<file path="src/hdl/kmv_pkg.sv">
// Shared types and constants for the KMV distinct-count sketch.
package kmv_pkg;

    localparam int HASH_W = 64;
    localparam int CNT_W  = 9;
    localparam int CNT_MAX = (2 ** CNT_W) - 1;
    localparam int HASH_LAT = 6;

    localparam logic [HASH_W-1:0] MIX_ADD  = 64'h9e37_79b9_7f4a_7c15;
    localparam logic [HASH_W-1:0] MIX_MUL1 = 64'hbf58_476d_1ce4_e5b9;
    localparam logic [HASH_W-1:0] MIX_MUL2 = 64'h94d0_49bb_1331_11eb;

    typedef enum logic [1:0] {
        OUT_INSERTED  = 2'd0,
        OUT_DUPLICATE = 2'd1,
        OUT_REJECTED  = 2'd2,
        OUT_EVICTED   = 2'd3
    } t_outcome;

    // token walking down the cell row
    typedef struct packed {
        logic              vld;
        logic [HASH_W-1:0] val;      // value carried to the next cell
        logic              dup;      // equal entry found
        logic              swapped;  // hash went in, a larger entry is carried on
        logic              placed;   // carried value landed in the first free slot
        logic [HASH_W-1:0] largest;  // last occupied entry seen so far
    } t_tok;

    // sketch occupancy, broadcast to every cell
    typedef struct packed {
        logic [CNT_W-1:0] fill;
        logic [CNT_W-1:0] k_eff;
    } t_ctl;

endpackage

</file>
<file path="src/hdl/kmv_cell.sv">
// One slot of the sorted hash row: compare, swap and pass the token on.
module kmv_cell
    import kmv_pkg::*;
#(
    parameter int IDX = 0
) (
    input  logic i_clk,
    input  logic i_rst_n,
    input  t_ctl i_ctl,
    input  t_tok i_tok,
    output t_tok o_tok
);

    localparam bit IN_RANGE = (IDX <= CNT_MAX);
    localparam logic [CNT_W-1:0] IDX_C = CNT_W'(IDX);

    logic [HASH_W-1:0] r_slot, n_slot;
    t_tok              r_tok, n_tok;
    logic              w_used, w_free;

    assign w_used = IN_RANGE && (IDX_C < i_ctl.fill);
    assign w_free = IN_RANGE && (IDX_C == i_ctl.fill) && (IDX_C < i_ctl.k_eff);

    always_comb begin
        n_slot = r_slot;
        n_tok  = i_tok;
        if (i_tok.vld && !i_tok.dup && !i_tok.placed) begin
            if (w_used) begin
                if (i_tok.val == r_slot) begin
                    n_tok.dup = 1'b1;
                end else if (i_tok.val < r_slot) begin
                    n_slot        = i_tok.val;
                    n_tok.val     = r_slot;
                    n_tok.swapped = 1'b1;
                end
            end else if (w_free) begin
                n_slot       = i_tok.val;
                n_tok.placed = 1'b1;
            end
        end
        if (w_used || (w_free && n_tok.placed)) begin
            n_tok.largest = n_slot;
        end
    end

    always_ff @(posedge i_clk) begin
        if (i_tok.vld) begin
            r_slot <= n_slot;
        end
    end

    always_ff @(posedge i_clk) begin
        if (!i_rst_n) begin
            r_tok.vld <= 1'b0;
        end else begin
            r_tok <= n_tok;
        end
    end

    assign o_tok = r_tok;

endmodule

</file>
<file path="config.mk">
export PLATFORM = sky130hd
export DESIGN_NAME = kmv_cell
export DESIGN_NICKNAME = d
export VERILOG_FILES = /design/src/hdl/kmv_pkg.sv /design/src/hdl/kmv_cell.sv
export SDC_FILE = /design/constraint.sdc
export NUM_CORES = 1
export LEC_CHECK = 0
export ABC_CLOCK_PERIOD_IN_PS = 4200
export BUFFER_PORTS_ARGS = -buffer_cell sky130_fd_sc_hd__buf_2
export CORE_ASPECT_RATIO = 0.8
export CORE_MARGIN = 5
export CORE_UTILIZATION = 55
export DETAILED_ROUTE_END_ITERATION = 7
export GPL_TIMING_DRIVEN = 0
export PLACE_DENSITY_LB_ADDON = 0.08
export SETUP_SLACK_MARGIN = 0.2
export SLEW_MARGIN = 15
export SYNTH_ARGS = -nofsm -noshare
export SYNTH_HDL_FRONTEND = slang
export SYNTH_SLANG_ARGS = --single-unit
</file>
<file path="constraint.sdc">
create_clock -name i_clk -period 4.2 [get_ports i_clk]
set_input_delay 0.84 -clock i_clk [delete_from_list [all_inputs] [get_ports i_clk]]
set_output_delay 0.84 -clock i_clk [all_outputs]
set_load 0.01 [all_outputs]
</file>
======== Word level (Yosys, flattened, before mapping) ========
Index checks and enable logic that the tools add are counted.
word-level totals
  bits of input ports ..................... 152
  register bits ........................... 196
  logic and storage cells ................. 34
  output and inout bits ................... 132
operators by class
  equal/unequal tests ..................... 1
  mux-type cells .......................... 15
  reductions and logical operators ........ 8
  magnitude comparators ................... 3
operator list
  operator              number
  $mux W64              8
  $mux W67              1
  $mux W66              1
  $eq A64 B64 Y1        1
  $lt A64 B64 Y1        1
  $lt A1 B9 Y1 const A  2
  $logic_not A9 Y1      1
  $mux W1               5
  $logic_and A1 B1 Y1   4
  $logic_not A1 Y1      2
  $logic_or A1 B1 Y1    1

======== Logic depth before layout (Yosys ltp) ========
Gate-level depths: netlist (run 1).
  word-level depth ........................ 8
  gate-level depth with buffers ........... 11
  gate-level depth less buffers ........... 9

======== Worst setup path before layout (run 1) ========
OpenSTA, ideal clock, no wires.
  path type ............................... input -> register
  start ................................... input port i_tok[128] (netlist name)
  end ..................................... register r_slot[15], data pin
  data required time ...................... 3940 ps
  data arrival time ....................... 3035 ps
  setup time .............................. 260 ps
  slack ................................... 905 ps
  stages .................................. 9
  buffers on the path ..................... 1
  cell sequence ........................... ha_1 -> nand4_1 -> nor4_4 -> nand3_1 -> nor2b_1 -> a221oi_4 -> a31oi_4 -> buf_6 -> mux2_2
between the ends
  cells in the longest elaborated chain, start to end .. 5
  elaborated cells between the ends (all ways) .. 6
  those cells by class .................... 1 x order compare; 1 x eq/ne; 4 x mux
ends and longest elaborated chain
  element                 line            RTL
  start: declaration      kmv_cell.sv:10  input t_tok i_tok,
  $lt A64 B64 Y1          kmv_cell.sv:31  end else if (i_tok.val < r_slot) begin
  $mux W64                kmv_cell.sv:31
  $mux W64 *              kmv_cell.sv:29  if (i_tok.val == r_slot) begin
  $mux W64 *              kmv_cell.sv:28  if (w_used) begin
  $mux W64 *              kmv_cell.sv:27  if (i_tok.vld && !i_tok.dup && !i_tok.placed) begin
  net n_slot[15]          kmv_cell.sv:17  logic [HASH_W-1:0] r_slot, n_slot;
  end signal: assignment  kmv_cell.sv:48  r_slot <= n_slot;
  end: declaration        kmv_cell.sv:17
The timed path passes the listed nets; every way through them passes the cells marked *.
A chain may end at the register's enable or synchronous reset.

======== Final worst setup path (run 1) ========
  start ................................... input port i_tok[106] (netlist name)
  end ..................................... register r_slot[45], data pin
Same word-level chain as after synthesis.

==> results of run 1 <==
-- cell usage in the layout, fill, tap and decap left out, types with 17 or more instances in the layout --
cell	netlist	routed
a21oi_1	28	28
a22oi_1	64	64
a31oi_1	63	63
buf_2	23	304
clkbuf_1	46	45
clkbuf_16	0	17
edfxtp_1	195	195
ha_1	64	64
inv_1	67	67
mux2_1	36	36
mux2_2	43	43
mux2_4	49	49
nand2_1	73	73
nand3b_1	63	63
nand4_1	79	79
nor2b_1	67	67
-- worst paths after layout --
check | endpoint | from | cells after the start
setup reg to reg | r_slot[45] | r_slot[39] | 10
hold / removal | r_slot[17] | r_slot[17] | 1
hold reg to reg | r_slot[17] | r_slot[17] | 1
setup / recovery | r_slot[45] | i_tok[106] | 10
-- registers in the layout, indices dropped and copies added, names as in the netlist --
name,flops
r_slot,64
o_tok,132
-- Yosys cell counts, drive strengths merged, types with 2 or more instances --
cell type,n,area share [%]
a22oi,64,4.0
clkbuf,46,1.4
buf,36,2.1
nor2,5,0.15
nand3,9,0.37
o21ai,8,0.33
nor2b,67,3.5
mux2,128,13
a221oi,2,0.29
nand2,73,2.3
nor4,4,0.33
ha,64,6.6
nand3b,63,3.9
nand2b,4,0.21
nand4,79,4.1
edfxtp,195,48
a21oi,28,1.2
nor3,8,0.37
a31oi,64,3.4
a21o,12,0.74
o211ai,2,0.12
inv,67,2.1
-- kinds of logic after synthesis --
kind of cell,after synthesis,synth area share [%]
and+or+nand+nor,317,15.49
DFF,196,48.52
AOI/OAI and AO/OA,185,10.39
buffers and inverters,149,5.569
muxes,128,13.42
adders and majority gates,64,6.612
-- layer usage --
metal	part of all wire, %	wire length [um]	up-vias	track usage (%)
li1	-	-	4591	-
met1	44	15220	4760	38.06
met2	46	16060	457	42.40
met3	7.7	2644	43	5.400
met4	1.8	635	0	7.998
met5	0	0	-	0
-- critical path, cell delays in order --
cell and delay [ps]:
buf_2 140, ha_1 320, nand4_1 140, nor3_1 570, nand3_1 290, a21oi_1 290, nor3_1 170, a31oi_4 500
buf_6 250, mux2_2 360
-- timing repair --
action,4_1_cts,5_1_grt
setup buffers,0,0
gates resized for setup,0,2
hold buffers,0,0
endpoints found under the setup margin,0,26
-- report_power, final --
part,internal (uW),total [uW],switching [uW]
logic,371,790,420
registers,2330,2400,70.7
clock network,929,1760,829
-- cell type report --
| cell class | instances | area share, % |
|---|---|---|
| flip-flops and latches | 196 | 40.35 |
| multi-input cells | 694 | 38.18 |
| repair buffers | 285 | 10.11 |
| clock buffers | 18 | 3.016 |
| plain buffers | 82 | 2.913 |
| well taps | 275 | 2.363 |
| inverters | 67 | 1.727 |
| clock inverters | 14 | 1.306 |
| diodes | 2 | 0.03437 |
-- metrics by stage --
| step | cells | util (%) |
|---|---|---|
| floorplan | 1039 | - |
| global placement | 1597 | 64.16 |
| detailed placement | 1599 | 64.42 |
| CTS | 1631 | 67.33 |
| global route | 1633 | 67.36 |
| finish | 1633 | 67.36 |
==> flow_summary_export.csv, run 1 <==
group,metric,value,unit
clocking,cts_inserted_buffers,17,
sta,holdWs,630.0,ps
clocking,cts.htree.levels,4,
power_and_ir_drop,p_per_area,339.6,mW/mm2
power_and_ir_drop,power,4945,uW
layout,drive_gt1_share,33.26,%
floorplan,rows,48,
grt,grtUsageTotal,26.88,%
critical_path,start_kind,"primary input",
route,via_per_inst,6.032,
route,wirelength,34560,um
place,gp_congestion,0.8560,
place,port_buffers,283,
sta,worst_pin_slew,1015,ps
route,via_count,9851,
floorplan,die_h,142.7,um
yosys,syn_area,0.01211,mm2
yosys,synth_edf_count,195,
layout,multi_input_area,0.005560,mm2
grt,first_global_vias,9559,
layout,area_delta_synth_final,20.25,%
yosys,synth-seq-cells,196,
route,drt_pass1_iterations,5,
grt,antenna_found_initial,2,
job,cap_violations,0,
worst_hold_path,hp-class,"flip-flop to flip-flop",
critical_path,worst-endpoint-required,4390,ps
sta,rsz0062_at_grt,"false",
yosys,synthFlopType,"edfxtp_1",
sta,slew_violations,0,
sta,fmax,270.0,MHz
clocking,clk_latency,440,ps
floorplan,core-area,0.02162,mm2
yosys,syn_inst,1039,
route,drt.antenna.violating_nets,0,
critical_path,ff2ff_setup_slack,580,ps
grt,grt_pass1_wl,53010,um
place,hpwl,24380,um
yosys,synth_area_per_cell,11.66,um2
clocking,cts_buffer_depth,2,
clocking,root_buffer,"clkbuf_16",
power_and_ir_drop,p_leak,0.006294,uW
power_and_ir_drop,ir_drop,0.0002173,V
clocking,cts.sinks,196,
sta,setup_viol,0,
floorplan,boundaryPins,284,
yosys,synth.net_count,1255,
layout,area.sequential,0.005876,mm2
grt,gr-total-overflow,0,
sta,fin_ws,496.2,ps
outcome,status,"finished, final reports clean",
critical_path,path_class,"primary input to flip-flop",
floorplan,die_w,175.9,um
sta,min_period_over_period,88.19,%
route,wire_per_inst,21.16,um
place,placed_cell_area,0.01393,mm2
yosys,synth_sequential_area_ratio,48.52,%
clocking,path_clk_slew,80,ps
critical_path,worstSetupEndpointType,"flip-flop",
yosys,yosysWarnings,0,
sta,hold_viol_final,0,
layout,final_area,0.01456,mm2
yosys,yosys.cell_types.count,42,
route,drtIter0Drc,911,
sta,setup_tns,0,ps
clocking,cts_tree,"done",
place,dp_slack,-25.39,ps
layout,fillCellCount,1725,
floorplan,dieArea,0.02510,mm2
sta,skew,14.35,ps
layout,nets,1559,
grt,grt_max_degree,76,
critical_path,crit_path_max_fanout,10,
sta,relSlewSlack,32.11,%
route,drc_errors,0,
sta,fin_crit,3704,ps
floorplan,start_util,56.01,%
critical_path,critical_path_arrival,3890,ps
yosys,async_reset_ff_share,0,%
Power figures use the tool's default switching activity.
==> run 2: changes to the inputs <==
CORE_MARGIN = not set   (was 5)
==> flow_summary_export.csv, run 2 (same netlist as run 1, synthesis figures left out) <==
group,metric,value,unit
layout,fillCellCount,1695,
floorplan,rows,48,
critical_path,critical-path-top-delay-family,"buffers and inverters",
grt,grt_pass1_wl,51300,um
grt,grtUsageTotal,29.55,%
layout,final_cell_mix,"buf_2, edfxtp_1, nand4_1, nand2_1",
layout,multi_input_area,0.005560,mm2
floorplan,boundaryPins,284,
route,drt.antenna.violating_nets,0,
critical_path,timing.critical_path.mode_cell,"a21oi_1",
place,gp_congestion,0.8254,
critical_path,crit_path_max_fanout,10,
grt,gr-total-overflow,0,
job,cap_violations,0,
floorplan,core-area,0.02156,mm2
route,drtIter0Drc,931,
critical_path,start_kind,"primary input",
sta,setup_viol,0,
clocking,cts_resized,0,
clocking,path_clk_slew,80,ps
critical_path,critical_path_arrival,4010,ps
sta,worst_pin_slew,961.3,ps
place,hpwl,23170,um
route,via_per_inst,6.024,
floorplan,die_h,134.7,um
layout,drive_gt1_share,33.11,%
layout,largest_register_ffs,132,
route,wirelength,33410,um
floorplan,die_w,167.9,um
critical_path,worstSetupEndpointType,"flip-flop",
route,wire_per_inst,20.46,um
clocking,cts_buffer_depth,2,
sta,relSlewSlack,35.68,%
layout,final_core_utilization,67.22,%
place,port_buffers,283,
sta,fmax,261.6,MHz
sta,hold_viol_final,0,
sta,skew,19.45,ps
floorplan,dieArea,0.02262,mm2
grt,antenna_found_initial,3,
critical_path,worst-endpoint-required,4390,ps
sta,holdWs,633.6,ps
layout,nets,1559,
sta,min_period_over_period,91.03,%
sta,setup_tns,0,ps
floorplan,start_util,56.17,%
layout,area.sequential,0.005876,mm2
clocking,cts.sinks,196,
clocking,cts.htree.levels,4,
sta,slew_violations,0,
power_and_ir_drop,ir_drop,0.0002586,V
sta,fin_crit,3823,ps
route,drt_pass1_iterations,5,
critical_path,slowest_stage,"clkbuf_1",
worst_hold_path,hp-class,"flip-flop to flip-flop",
critical_path,path_buf_inv,3,
route,via_count,9838,
grt,grt_max_degree,73,
layout,area_delta_synth_final,19.67,%
layout,final_common_cell,"buf_2",
critical_path,cp_cell_sequence,"buf_2 -> ha_1 -> a21oi_1 -> o21ai_0 -> a21oi_1 -> a21oi_1 -> nor3_1 -> clkbuf_1 -> clkbuf_1 -> a31oi_1 -> nand3b_1",
sta,rsz0062_at_grt,"false",
power_and_ir_drop,p_per_area,330.6,mW/mm2
grt,first_global_vias,9358,
critical_path,slowest_delay,640,ps
critical_path,path_class,"primary input to flip-flop",
outcome,status,"finished, final reports clean",
clocking,cts_inserted_buffers,17,
clocking,cts-hold-fix-buffers,0,
clocking,cts_tree,"done",
power_and_ir_drop,p_leak,0.006255,uW
clocking,cts_setup_buffers,0,
clocking,clk_latency,440,ps
route,drc_errors,0,
clocking,root_buffer,"clkbuf_16",
## run 2: layer usage
| metal | up-vias | track usage (%) | part of all wire (%) |
|---|---|---|---|
| met5 | - | 0 | 0 |
| met4 | 0 | 8.410 | 1.7 |
| met3 | 52 | 5.979 | 8.6 |
| met2 | 469 | 45.76 | 46 |
| met1 | 4728 | 42.20 | 44 |
| li1 | 4589 | - | - |
## run 2: worst paths after layout
check | startpoint | endpoint | slack [ps] | cells after the start
worst max-delay path | i_tok[100] | o_tok[16] | 380 | 11
worst min-delay path | r_slot[5] | r_slot[5] | 630 | 1
worst max register to register | r_slot[33] | o_tok[16] | 450 | 11
worst min register to register | r_slot[5] | r_slot[5] | 630 | 1
## run 2: layout make-up
class	count	share of cell area [%]
clock buffers	19	3.056
inverters	67	1.735
repair buffers	285	10.16
flip-flops and latches	196	40.54
well taps	275	2.374
diodes	2	0.03453
plain buffers	82	2.918
multi-input cells	694	38.37
clock inverters	13	0.8115
## run 2: through the flow
| stage | instance area, um2 | setup WS (ps) | total power [uW] | std cells |
|---|---|---|---|---|
| finish | 14490 | 376.8 | 4791 | 1633 |
| global route | 14490 | 225.3 | 4957 | 1633 |
| CTS | 14490 | 486.8 | 4794 | 1631 |
| detailed placement | 13930 | 49.38 | 3214 | 1599 |
| global placement | 13870 | -605.6 | 3193 | 1597 |
| floorplan | 12110 | 905.5 | 2870 | 1039 |
## run 2: power breakdown
| group | internal, uW | switching, uW | leakage (uW) |
|---|---|---|---|
| Clock | 797 | 810 | 0.000271 |
| Combinational | 370 | 417 | 0.00406 |
| Sequential | 2330 | 70.0 | 0.00192 |
| Total | 3490 | 1300 | 0.00625 |
==> run 3: changes to the inputs <==
CORE_UTILIZATION = 45   (was 55)
GPL_ROUTABILITY_DRIVEN = 0   (was not set)
PLACE_DENSITY_LB_ADDON = 0.05   (was 0.08)
==> flow_summary_export.csv, run 3 (same netlist as run 1, synthesis figures left out) <==
group,metric,value,unit
outcome,status,"finished, final reports clean",
floorplan,die_w,185.4,um
sta,hold_viol_final,0,
floorplan,start_util,46.00,%
layout,final_common_cell,"buf_2",
power_and_ir_drop,p_per_area,329.6,mW/mm2
layout,multi_input_area,0.005560,mm2
route,drt_pass1_iterations,5,
power_and_ir_drop,p_leak,0.006263,uW
layout,fillCellCount,2375,
clocking,cts_tree,"done",
power_and_ir_drop,intPower,3514,uW
clocking,cts_setup_buffers,0,
power_and_ir_drop,power_frac_clock,33.9,%
worst_hold_path,hp-class,"flip-flop to flip-flop",
sta,fin_ws,596.9,ps
critical_path,crit_path_start,"i_tok[106]",
place,port_buffers,283,
layout,final_cell_mix,"buf_2, edfxtp_1, nand4_1, nand2_1",
floorplan,die_h,148.7,um
clocking,cts_resized,0,
clocking,cts.htree.levels,4,
clocking,clk_latency,450,ps
critical_path,critical_path_arrival,3910,ps
layout,drive_gt1_share,33.19,%
grt,grtUsageTotal,24.91,%
layout,largest_register_ffs,132,
layout,area.sequential,0.005876,mm2
power_and_ir_drop,ir_drop,0.0002699,V
clocking,cts_buffer_depth,2,
clocking,cts.sinks,196,
clocking,cts_inserted_buffers,17,
place,placed_cell_area,0.01403,mm2
sta,slew_violations,0,
layout,nets,1559,
critical_path,worst_r2r_endpoint,"o_tok[48]",
critical_path,cp-endpoint,"o_tok[48]",
power_and_ir_drop,p_sw,1301,uW
grt,antenna_found_initial,2,
route,drtIter0Drc,758,
sta,skew,19.71,ps
place,placed_cells,1681,
clocking,root_buffer,"clkbuf_16",
layout,area_delta_synth_final,20.63,%
critical_path,ff2ff_setup_slack,690,ps
clocking,cts-hold-fix-buffers,0,
route,wirelength,34130,um
sta,relSlewSlack,33.06,%
critical_path,worstSetupEndpointType,"flip-flop",
place,hpwl,24180,um
sta,setup_viol,0,
sta,fmax,277.5,MHz
layout,final_core_utilization,55.49,%
grt,grt_max_degree,75,
critical_path,path_class,"primary input to flip-flop",
power_and_ir_drop,power_frac_seq,49.8,%
critical_path,regToRegStartpoint,"r_slot[19]",
power_and_ir_drop,switching_share,27.02,%
floorplan,core-area,0.02633,mm2
route,via_per_inst,5.584,
sta,rsz0062_at_grt,"false",
floorplan,boundaryPins,284,
power_and_ir_drop,combPwrFrac,16.3,%
floorplan,rows,53,
route,drt.antenna.violating_nets,0,
clocking,path_clk_slew,80,ps
route,drc_errors,0,
floorplan,dieArea,0.02758,mm2
route,wire_per_inst,19.90,um
critical_path,crit_path_max_fanout,10,
layout,final_area,0.01461,mm2
route,via_count,9576,
grt,gr-total-overflow,0,
critical_path,start_kind,"primary input",
layout,fin_cells,1715,
worst_hold_path,hp-start,"r_slot[6]",
job,cap_violations,0,
sta,min_period_over_period,85.79,%
critical_path,worst-endpoint-required,4500,ps
grt,first_global_vias,9067,
place,dp_slack,-44.37,ps
sta,fin_crit,3603,ps
sta,worst_pin_slew,1000,ps
critical_path,reg2reg_depth,11,
grt,grt_pass1_wl,52050,um
run 3: cell count changes in the layout (fill, tap and decap cells not counted), sizes merged:
cell	change
clkinv	-2
clkbuf	+1
inv	+1
run 3: final cells by class:
type	count	area share, %
clock inverters	12	0.7708
inverters	67	1.721
well taps	357	3.058
repair buffers	285	10.11
flip-flops and latches	196	40.22
diodes	2	0.03426
multi-input cells	694	38.06
clock buffers	20	3.126
plain buffers	82	2.903
run 3: through the flow:
step                      power, uW  TNS (ps)  hold WS, ps
after floorplan                2870         0        579.8
after global placement         3209    -58170        606.6
after detailed placement       3222    -303.2        611.5
after CTS                      4851         0        630.8
after global routing           5000         0        650.5
final                          4815         0        625.3
run 3: worst min-delay path by stage:
| stage | endpoint | depth (start not counted) |
|---|---|---|
| 2_1_floorplan | r_slot[10] | 1 |
| 3_3_place_gp | r_slot[4] | 1 |
| 6_report | r_slot[6] | 1 |
| 4_1_cts | r_slot[6] | 1 |
| 5_1_grt | r_slot[8] | 1 |
| 3_5_place_dp | r_slot[6] | 1 |
run 3: power groups by stage:
stage / Combinational (uW) / Clock [uW] / Sequential (uW)
floorplan: 394 / 0 / 2480
global placement: 766 / 0 / 2440
detailed placement: 782 / 0 / 2440
CTS: 788 / 1670 / 2400
global route: 869 / 1720 / 2410
finish: 784 / 1630 / 2400
run 3: critical path, cell delays in order:
cell and delay [ps]:
buf_2 140, ha_1 330, a21oi_1 170, o21ai_0 120, a21oi_1 300, a21oi_1 110
nor3_1 460, clkbuf_1 640, clkbuf_1 490, nand4_1 160, nand3b_1 140
run 3: per-layer routing:
layer,vias up,GRT usage (%),share of wire [%]
li1,4578,-,-
met1,4635,36.31,48
met2,333,37.96,45
met3,30,4.517,6.0
met4,0,6.529,1.2
met5,-,0,0
